==> config.mk <==
export PLATFORM = sky130hd
export DESIGN_NAME = trimmed_mean_temperature_sensor_top
export DESIGN_NICKNAME = d
export VERILOG_FILES = /design/src/rtl/tmts_pkg.sv /design/src/rtl/tmts_sample_mem.sv /design/src/rtl/tmts_divider.sv /design/src/rtl/trimmed_mean_temperature_sensor_top.sv
export SDC_FILE = /design/constraint.sdc
export NUM_CORES = 1
export LEC_CHECK = 0
export ABC_AREA = 1
export BUFFER_PORTS_ARGS = -buffer_cell sky130_fd_sc_hd__buf_4
export CAP_MARGIN = 40
export CORE_ASPECT_RATIO = 2
export CORE_MARGIN = 5
export CORE_UTILIZATION = 65
export DETAILED_ROUTE_END_ITERATION = 10
export PLACE_DENSITY = 0.82
export RECOVER_POWER = 50
export SLEW_MARGIN = 30
export SYNTH_ARGS = -nofsm -noshare
export SYNTH_HDL_FRONTEND = slang
export SYNTH_HIERARCHICAL = 1
export SYNTH_SLANG_ARGS = --single-unit
==> constraint.sdc <==
create_clock -name i_clk -period 14.6 [get_ports i_clk]
set_input_delay 0.73 -clock i_clk [delete_from_list [all_inputs] [get_ports i_clk]]
set_output_delay 0.73 -clock i_clk [all_outputs]
set_load 0.01 [all_outputs]
==> src/rtl/tmts_pkg.sv <==
// Shared widths, constants, register indices and sequencer states of the trimmed-mean sensor.
`default_nettype none

package tmts_pkg;

    localparam int READING_W  = 12;
    localparam int SAMPLE_W   = 13;
    localparam int OFFSET_W   = 10;
    localparam int SLOPE_W    = 8;
    localparam int TEMP_W     = 13;
    localparam int CFG_IDX_W  = 1;
    localparam int CFG_DATA_W = 10;

    localparam int NUM_SAMPLES_DEF = 16;
    localparam int KEEP_COUNT_DEF  = 8;

    localparam logic [SLOPE_W-1:0] SLOPE_RESET = 8'h1c;
    localparam int BASE_TEMP   = 25;
    localparam int SLOPE_SHIFT = 9;

    // corrected reading and product widths
    localparam int NTS_W  = SAMPLE_W + 1;
    localparam int PROD_W = NTS_W + SLOPE_W + 1;
    localparam int SHR_W  = PROD_W - SLOPE_SHIFT;

    localparam logic [CFG_IDX_W-1:0] CFG_OFFSET = 1'd0;
    localparam logic [CFG_IDX_W-1:0] CFG_SLOPE  = 1'd1;

    typedef enum logic [3:0] {
        ST_IDLE,
        ST_RD,
        ST_CMP,
        ST_SUM_RD,
        ST_SUM_ACC,
        ST_DIV_GO,
        ST_DIV_WAIT,
        ST_MUL,
        ST_EMIT
    } t_state;

endpackage

`default_nettype wire

==> src/rtl/tmts_sample_mem.sv <==
// Sample store: one write port, one registered read port.
`default_nettype none

module tmts_sample_mem
    import tmts_pkg::*;
#(
    parameter int DEPTH = NUM_SAMPLES_DEF,
    parameter int AW    = $clog2(DEPTH)
) (
    input  wire logic                       i_clk,
    input  wire logic                       i_we,
    input  wire logic [AW-1:0]              i_waddr,
    input  wire logic signed [SAMPLE_W-1:0] i_wdata,
    input  wire logic                       i_re,
    input  wire logic [AW-1:0]              i_raddr,
    output logic signed [SAMPLE_W-1:0]      o_rdata
);

    logic signed [SAMPLE_W-1:0] r_mem [DEPTH];
    logic signed [SAMPLE_W-1:0] r_rdata;

    always_ff @(posedge i_clk) begin
        if (i_we) begin
            r_mem[i_waddr] <= i_wdata;
        end
    end

    always_ff @(posedge i_clk) begin
        if (i_re) begin
            r_rdata <= r_mem[i_raddr];
        end
    end

    assign o_rdata = r_rdata;

endmodule

`default_nettype wire

==> src/rtl/tmts_divider.sv <==
// Division by a constant through a reciprocal multiply of the magnitude, truncating toward zero.
`default_nettype none

module tmts_divider
    import tmts_pkg::*;
#(
    parameter int DIVISOR = KEEP_COUNT_DEF,
    parameter int DW      = 18
) (
    input  wire logic                 i_clk,
    input  wire logic                 i_rst_n,
    input  wire logic                 i_start,
    input  wire logic signed [DW-1:0] i_dividend,
    output logic                      o_done,
    output logic signed [SAMPLE_W-1:0] o_quotient
);

    // magnitude bits, reciprocal scale and width
    localparam int     MW      = DW - 1;
    localparam int     LOG_D   = $clog2(DIVISOR);
    localparam int     SH      = MW + LOG_D;
    localparam int     RW      = MW + 2;
    localparam int     PW      = MW + RW;
    localparam longint RECIP   = ((longint'(1) << SH) + longint'(DIVISOR) - 1) /
                                 longint'(DIVISOR);
    localparam logic [RW-1:0] RECIP_C = RW'(RECIP);

    logic          r_busy;
    logic          r_done;
    logic          r_neg;
    logic [MW-1:0] r_mag;
    logic [MW-1:0] r_quo;

    logic [DW-1:0] mag;
    logic [PW-1:0] prod;
    logic [MW-1:0] signed_q;

    assign mag  = i_dividend[DW-1] ? DW'(-i_dividend) : DW'(i_dividend);
    assign prod = PW'(r_mag) * PW'(RECIP_C);

    // Latch the magnitude on start, multiply the next cycle, flag done after that.
    always_ff @(posedge i_clk) begin
        if (!i_rst_n) begin
            r_busy <= 1'b0;
            r_done <= 1'b0;
        end else begin
            r_busy <= i_start;
            r_done <= r_busy;
        end
    end

    always_ff @(posedge i_clk) begin
        if (i_start) begin
            r_neg <= i_dividend[DW-1];
            r_mag <= mag[MW-1:0];
        end
        if (r_busy) begin
            r_quo <= MW'(prod[PW-1:SH]);
        end
    end

    assign signed_q   = r_neg ? (~r_quo + 1'b1) : r_quo;
    assign o_done     = r_done;
    assign o_quotient = signed_q[SAMPLE_W-1:0];

endmodule

`default_nettype wire

==> src/rtl/trimmed_mean_temperature_sensor_top.sv <==
// Top level of the trimmed-mean temperature sensor: sequencer, calibration and handshakes.
// Each word is inserted into the descending store by moving every stored sample smaller than it
// down one place, one read and one compare per sample; one read port and one compare set this pace.
// The word completing a set then goes through sum, divide, multiply and output load, and the
// result waits for the output slot while the output stalls.
// Throughput: one word at a time. Sync reset empties set and output slot, restores calibration.
`default_nettype none

module trimmed_mean_temperature_sensor_top
    import tmts_pkg::*;
#(
    parameter int NUM_SAMPLES = NUM_SAMPLES_DEF,
    parameter int KEEP_COUNT  = KEEP_COUNT_DEF
) (
    input  wire logic                    i_clk,
    input  wire logic                    i_rst_n,
    // input words
    input  wire logic                    i_in_valid,
    output logic                         o_in_ready,
    input  wire logic [READING_W-1:0]    i_reading_switch_off,
    input  wire logic [READING_W-1:0]    i_reading_switch_on,
    // result words
    output logic                         o_out_valid,
    input  wire logic                    i_out_ready,
    output logic signed [TEMP_W-1:0]     o_temperature_c,
    // calibration registers
    input  wire logic                    i_cfg_we,
    input  wire logic [CFG_IDX_W-1:0]    i_cfg_index,
    input  wire logic [CFG_DATA_W-1:0]   i_cfg_data
);

    localparam int IW    = $clog2(NUM_SAMPLES);
    localparam int SUM_W = SAMPLE_W + IW + 1;
    // Window of the sorted (descending) store that is summed; all of it when the
    // window would be wider than the store.
    localparam int FIRST = (KEEP_COUNT >= NUM_SAMPLES) ? 0 : (NUM_SAMPLES - KEEP_COUNT) / 2;
    localparam int LAST  = (KEEP_COUNT >= NUM_SAMPLES) ? NUM_SAMPLES : FIRST + KEEP_COUNT;
    localparam logic [IW-1:0] FIRST_IDX = IW'(FIRST);
    localparam logic [IW-1:0] LAST_IDX  = IW'(LAST - 1);
    localparam logic [IW-1:0] FULL_IDX  = IW'(NUM_SAMPLES - 1);

    t_state r_state;
    t_state n_state;

    // calibration
    logic signed [OFFSET_W-1:0] r_offset;
    logic        [SLOPE_W-1:0]  r_slope;

    // collection and insertion
    logic [IW-1:0]              r_count;
    logic [IW-1:0]              r_pos;
    logic signed [SAMPLE_W-1:0] r_val;

    // summing, division and scaling
    logic [IW-1:0]              r_idx;
    logic signed [SUM_W-1:0]    r_sum;
    logic signed [SAMPLE_W-1:0] r_mean;
    logic signed [PROD_W-1:0]   r_prod;

    // output slot
    logic                       r_out_valid;
    logic signed [TEMP_W-1:0]   r_temp;

    // sample store port
    logic                       mem_we;
    logic [IW-1:0]              mem_waddr;
    logic signed [SAMPLE_W-1:0] mem_wdata;
    logic                       mem_re;
    logic [IW-1:0]              mem_raddr;
    logic signed [SAMPLE_W-1:0] mem_rdata;

    logic                       div_start;
    logic                       div_done;
    logic signed [SAMPLE_W-1:0] div_q;

    logic                       in_accept;
    logic                       shift_down;
    logic                       ins_done;
    logic                       set_full;
    logic                       emit_load;
    logic signed [SAMPLE_W-1:0] diff;
    logic signed [NTS_W-1:0]    nts;
    logic signed [PROD_W-1:0]   mul_prod;
    logic signed [SHR_W-1:0]    temp_full;

    assign in_accept  = i_in_valid && o_in_ready;
    assign diff       = $signed({1'b0, i_reading_switch_on}) -
                        $signed({1'b0, i_reading_switch_off});
    // Displace the stored entry when it sorts below the new sample.
    assign shift_down = (mem_rdata < r_val);
    assign set_full   = (r_count == FULL_IDX);
    assign emit_load  = (r_state == ST_EMIT) && (!r_out_valid || i_out_ready);

    // Negated corrected reading, then scale by the slope.
    assign nts      = $signed({{(NTS_W-OFFSET_W){r_offset[OFFSET_W-1]}}, r_offset}) -
                      $signed({r_mean[SAMPLE_W-1], r_mean});
    assign mul_prod = $signed({{(PROD_W-NTS_W){nts[NTS_W-1]}}, nts}) *
                      $signed({{(PROD_W-SLOPE_W){1'b0}}, r_slope});
    // Arithmetic shift by the slope exponent is a floor; add the base temperature.
    assign temp_full = r_prod[PROD_W-1:SLOPE_SHIFT] + SHR_W'(BASE_TEMP);

    tmts_sample_mem #(
        .DEPTH (NUM_SAMPLES),
        .AW    (IW)
    ) u_mem (
        .i_clk   (i_clk),
        .i_we    (mem_we),
        .i_waddr (mem_waddr),
        .i_wdata (mem_wdata),
        .i_re    (mem_re),
        .i_raddr (mem_raddr),
        .o_rdata (mem_rdata)
    );

    tmts_divider #(
        .DIVISOR (KEEP_COUNT),
        .DW      (SUM_W)
    ) u_div (
        .i_clk      (i_clk),
        .i_rst_n    (i_rst_n),
        .i_start    (div_start),
        .i_dividend (r_sum),
        .o_done     (div_done),
        .o_quotient (div_q)
    );

    // Sequencer: next state.
    always_comb begin
        n_state = r_state;
        unique case (r_state)
            ST_IDLE: begin
                if (in_accept) begin
                    n_state = ST_RD;
                end
            end
            ST_RD: begin
                if (r_pos == '0) begin
                    n_state = set_full ? ST_SUM_RD : ST_IDLE;
                end else begin
                    n_state = ST_CMP;
                end
            end
            ST_CMP: begin
                if (shift_down) begin
                    n_state = ST_RD;
                end else begin
                    n_state = set_full ? ST_SUM_RD : ST_IDLE;
                end
            end
            ST_SUM_RD: begin
                n_state = ST_SUM_ACC;
            end
            ST_SUM_ACC: begin
                n_state = (r_idx == LAST_IDX) ? ST_DIV_GO : ST_SUM_RD;
            end
            ST_DIV_GO: begin
                n_state = ST_DIV_WAIT;
            end
            ST_DIV_WAIT: begin
                if (div_done) begin
                    n_state = ST_MUL;
                end
            end
            ST_MUL: begin
                n_state = ST_EMIT;
            end
            ST_EMIT: begin
                if (emit_load) begin
                    n_state = ST_IDLE;
                end
            end
            default: begin
                n_state = ST_IDLE;
            end
        endcase
    end

    // Sequencer: outputs to the store, divider and handshake.
    always_comb begin
        o_in_ready = 1'b0;
        mem_we     = 1'b0;
        mem_waddr  = r_pos;
        mem_wdata  = r_val;
        mem_re     = 1'b0;
        mem_raddr  = r_idx;
        div_start  = 1'b0;
        ins_done   = 1'b0;
        unique case (r_state) inside
            ST_IDLE: begin
                o_in_ready = 1'b1;
            end
            ST_RD: begin
                if (r_pos == '0) begin
                    // top of the store reached: place the sample here
                    mem_we   = 1'b1;
                    ins_done = 1'b1;
                end else begin
                    mem_re    = 1'b1;
                    mem_raddr = r_pos - 1'b1;
                end
            end
            ST_CMP: begin
                mem_we = 1'b1;
                if (shift_down) begin
                    mem_wdata = mem_rdata;
                end else begin
                    ins_done = 1'b1;
                end
            end
            ST_SUM_RD: begin
                mem_re = 1'b1;
            end
            ST_DIV_GO: begin
                div_start = 1'b1;
            end
            ST_SUM_ACC, ST_DIV_WAIT, ST_MUL, ST_EMIT: begin
            end
            default: begin
            end
        endcase
    end

    always_ff @(posedge i_clk) begin
        if (!i_rst_n) begin
            r_state <= ST_IDLE;
        end else begin
            r_state <= n_state;
        end
    end

    // Calibration registers: written at any time, used at the end of a set.
    always_ff @(posedge i_clk) begin
        if (!i_rst_n) begin
            r_offset <= '0;
            r_slope  <= SLOPE_RESET;
        end else if (i_cfg_we) begin
            unique case (i_cfg_index)
                CFG_OFFSET: r_offset <= $signed(i_cfg_data[OFFSET_W-1:0]);
                CFG_SLOPE:  r_slope  <= i_cfg_data[SLOPE_W-1:0];
                default: begin
                end
            endcase
        end
    end

    // Collection count and output slot.
    always_ff @(posedge i_clk) begin
        if (!i_rst_n) begin
            r_count     <= '0;
            r_out_valid <= 1'b0;
        end else begin
            if (ins_done) begin
                r_count <= set_full ? '0 : r_count + 1'b1;
            end
            if (emit_load) begin
                r_out_valid <= 1'b1;
            end else if (i_out_ready) begin
                r_out_valid <= 1'b0;
            end
        end
    end

    // Datapath registers.
    always_ff @(posedge i_clk) begin
        if (in_accept) begin
            r_val <= diff;
            r_pos <= r_count;
        end
        if ((r_state == ST_CMP) && shift_down) begin
            r_pos <= r_pos - 1'b1;
        end
        if (ins_done) begin
            r_idx <= FIRST_IDX;
            r_sum <= '0;
        end
        if (r_state == ST_SUM_ACC) begin
            r_sum <= r_sum + $signed({{(SUM_W-SAMPLE_W){mem_rdata[SAMPLE_W-1]}}, mem_rdata});
            r_idx <= r_idx + 1'b1;
        end
        if (div_done) begin
            r_mean <= div_q;
        end
        if (r_state == ST_MUL) begin
            r_prod <= mul_prod;
        end
        if (emit_load) begin
            r_temp <= temp_full[TEMP_W-1:0];
        end
    end

    assign o_out_valid     = r_out_valid;
    assign o_temperature_c = r_temp;

endmodule

`default_nettype wire

==> reports/metrics.csv <==
metric,value,unit
status,"finished, violations left",
violations,"capacitance limit, slew limit",
pwr-share-comb,41.3,%
end_kind,register,
yosysWarnings,6,
relSlewSlack,-43.7,%
setup_viol,0,
post-route-min-period,5.96,ns
fp.dieH,268,µm
seq_area_frac_synth,47.9,%
clkPwrFrac,23.2,%
min_path_type,primary input to register,
p_per_area,153,mW/mm²
path_cells,inv_1 -> ha_1 -> fa_1 -> nand3b_1 -> nand2_1 -> a21oi_2 -> xnor2_1 -> inv_1 -> nor2_1 -> fa_1 -> fa_1 -> fa_1 -> inv_1 -> fa_1 -> inv_1 -> ha_1 -> a21oi_1 -> o21a_1 -> nand2_1 -> a21oi_1 -> o21bai_1 -> xor2_1,
cellLeakagePower,10.8,nW
final_common_cell,nand2_1,
cts_tree,done,
post-route-util,71.0,%
initial_utilization,65.7,%
remaining_drc_errors,0,
ir_drop,0.126,mV
drt_iter0_markers,1217,
grt_max_degree,83,
path_max_fanout,5,
nFillCells,2470,
design.core.area,0.0329,mm²
hpwl,40.4,mm
cts_buffers,31,
layout-drive-gt1-share,6.64,%
htreeDepth,1,
final_cell_mix,"nand2_1, inv_1, edfxtp_1",
grt_pass1_wl,84.9,mm
seqPwrFrac,35.5,%
syn_to_final_growth,7.97,%
synthFlopType,edfxtp_1,
period_share,40.8,%
clock_path_buffers,3,
routed_wl,54.2,mm
clkTransAtPathRegs,0.07,ns
p_switching,1.37,mW
syn_avg_cell_area,9.19,µm²
grt_overflow_total,0,
synth_edf_count,326,
grt_usage,29.1,%
first_global_vias,17100,
crit_type,register to register,
rows,94,
diodes,0,
max_freq,0.168,GHz
ioPinCount,55,
critPathRequiredTime,14.92,ns
die_w,139,µm
start_kind,register,
gp_congestion,0.965,
final_hold_viol_count,0,
tightest_slew,2.14,ns
fp.dieArea,0.0373,mm²
drv_cap,1,
cts-root-buf,clkbuf_16,
r2r_setup_slack,8.64,ns
avgViaCountPerCell,5.68,
arrival,6.27,ns
synth_cell_type_count,54,
synth_nets,2586,
hold_buffers,0,
wl_met3,2.61,mm
vias,16300,
worstSkewPairLatency,0.58,ns
cp_slowest_cell,fa_1,
wl_met1,16.2,mm
tns,0,ns
port-buffer-count,54,
critPathMaxStageDelay,0.55,ns
clock-sinks,355,
syn_area,0.0217,mm²
rsz0062_at_grt,false,
crit_path_frequent_cell,fa_1,
drt-wirelength-per-cell,18.9,µm
swShare,38.2,%
drv_slew,17,
wl_met2,30.7,mm
fin_nets,2645,
internal-power,2.21,mW
synthArstFlopShare,0,%
dr.pass1.iters,7,
antenna_found_initial,1,
postSynthCellCount,2357,
ant_nets,0,
cts_resized,0,
top_layer,met4,
skew,0.0224,ns
ys_ff_latch,355,
postCtsSetupBuffers,0,
per-stage QoR:
stage / std cells / power, mW / area, µm² / hold WS (ns) / worst slack, ns
detailed placement: 2814 / 2.77 / 22500 / 0.405 / 8.69
global route: 2872 / 3.83 / 23400 / 0.380 / 8.27
global placement: 2811 / 2.73 / 22500 / 0.400 / 8.80
floorplan: 2357 / 2.39 / 21700 / 0.400 / 9.21
finish: 2872 / 3.58 / 23400 / 0.385 / 8.64
CTS: 2871 / 3.60 / 23600 / 0.366 / 8.69
layout make-up:
type                            instances  area [µm²]  share of cell area (%)
Inverter                              471        1780                    7.61
Tap cell                              432         541                    2.31
Clock inverter                         23         230                   0.985
Timing Repair Buffer                   83         578                    2.47
Sequential cell                       355       10400                    44.4
Multi-Input combinational cell       1474        9090                    38.9
Clock buffer                           34         787                    3.37
Yosys cell counts, types with 2 or more instances:
cell / number / area share (%)
o211ai_1: 2 / 0.069
a21oi_2: 5 / 0.20
xor2_1: 41 / 1.7
nand3_2: 2 / 0.092
or2_1: 2 / 0.058
o21ai_2: 15 / 0.61
o21a_1: 7 / 0.24
nor2_1: 171 / 3.0
buf_6: 9 / 0.47
nand4_1: 11 / 0.32
xor2_2: 2 / 0.15
a211oi_1: 4 / 0.14
fa_1: 90 / 8.3
xnor2_1: 20 / 0.81
ha_1: 99 / 5.7
a21o_1: 6 / 0.21
nand3_1: 228 / 5.3
nand2_4: 10 / 0.52
a221oi_1: 2 / 0.081
o21ai_1: 24 / 0.55
dfxtp_1: 29 / 2.7
inv_2: 16 / 0.28
buf_1: 4 / 0.069
nor3_2: 2 / 0.092
clkinv_1: 4 / 0.069
nand2_1: 561 / 9.7
nand2_2: 9 / 0.26
buf_4: 4 / 0.14
edfxtp_1: 326 / 45
nand3b_1: 6 / 0.21
nor2_2: 3 / 0.087
a21oi_1: 72 / 1.7
nor3_1: 16 / 0.37
inv_1: 449 / 7.8
clkbuf_1: 15 / 0.26
buf_2: 23 / 0.53
buf_12: 2 / 0.18
a31oi_1: 4 / 0.12
o21ai_0: 44 / 1.0
o21bai_1: 4 / 0.14
metal layers:
metal | vias up | track usage (%)
met2 | 648 | 58.0
met3 | 265 | 3.47
met5 | - | 0
met1 | 7736 | 26.1
met4 | 0 | 21.2
li1 | 7652 | -
flip-flops by register name (all words and copies together), names as in the netlist, 8 cells and up:
name and count:
u_mem/r_mem 208, r_sum 18, o_temperature_c 13, r_mean 13
r_prod 13, r_val 13, u_div/r_mag 13, u_div/r_quo 13
u_mem/o_rdata 13, r_offset 10, r_slope 8
power by group through the flow:
stage	combinational (mW)	clock, mW	sequential (mW)
2_1_floorplan	1.12	0	1.27
3_3_place_gp	1.44	0	1.29
3_5_place_dp	1.48	0	1.29
4_1_cts	1.49	0.840	1.27
5_1_grt	1.68	0.885	1.27
6_report	1.48	0.830	1.27
worst max-delay path, delay by kind of cell, from the launching register on:
family | cells | cell delay, ns
AOI/OAI and AO/OA | 5 | 0.82
DFF | 1 | 0.32
and+or+nand+nor | 4 | 0.61
adders and majority gates | 7 | 3.05
buffers and inverters | 4 | 0.35
xor gates and xnor gates | 2 | 0.57
worst paths after layout:
kind                               to  cells after the start                      from
max              r_prod[17]$_DFFE_PP_                     22  r_offset[0]$_SDFFE_PN0P_
min           r_slope[2]$_SDFFE_PN1P_                      3             i_cfg_data[2]
max reg2reg      r_prod[17]$_DFFE_PP_                     22  r_offset[0]$_SDFFE_PN0P_
min reg2reg  u_div/r_quo[2]$_DFFE_PP_                      0  u_div/r_mag[5]$_DFFE_PP_
cells by family (layout without fill, tap and decap cells):
kind of cell / Yosys count / after routing / share of synthesized area (%)
DFF: 355 / 355 / 47.9
xor gates and xnor gates: 64 / 64 / 2.69
AOI/OAI and AO/OA: 195 / 195 / 5.30
adders and majority gates: 189 / 189 / 14.0
and+or+nand+nor: 1026 / 1026 / 20.2
buffers and inverters: 528 / 611 / 9.85
No activity file was read; power rests on OpenSTA's default activity.
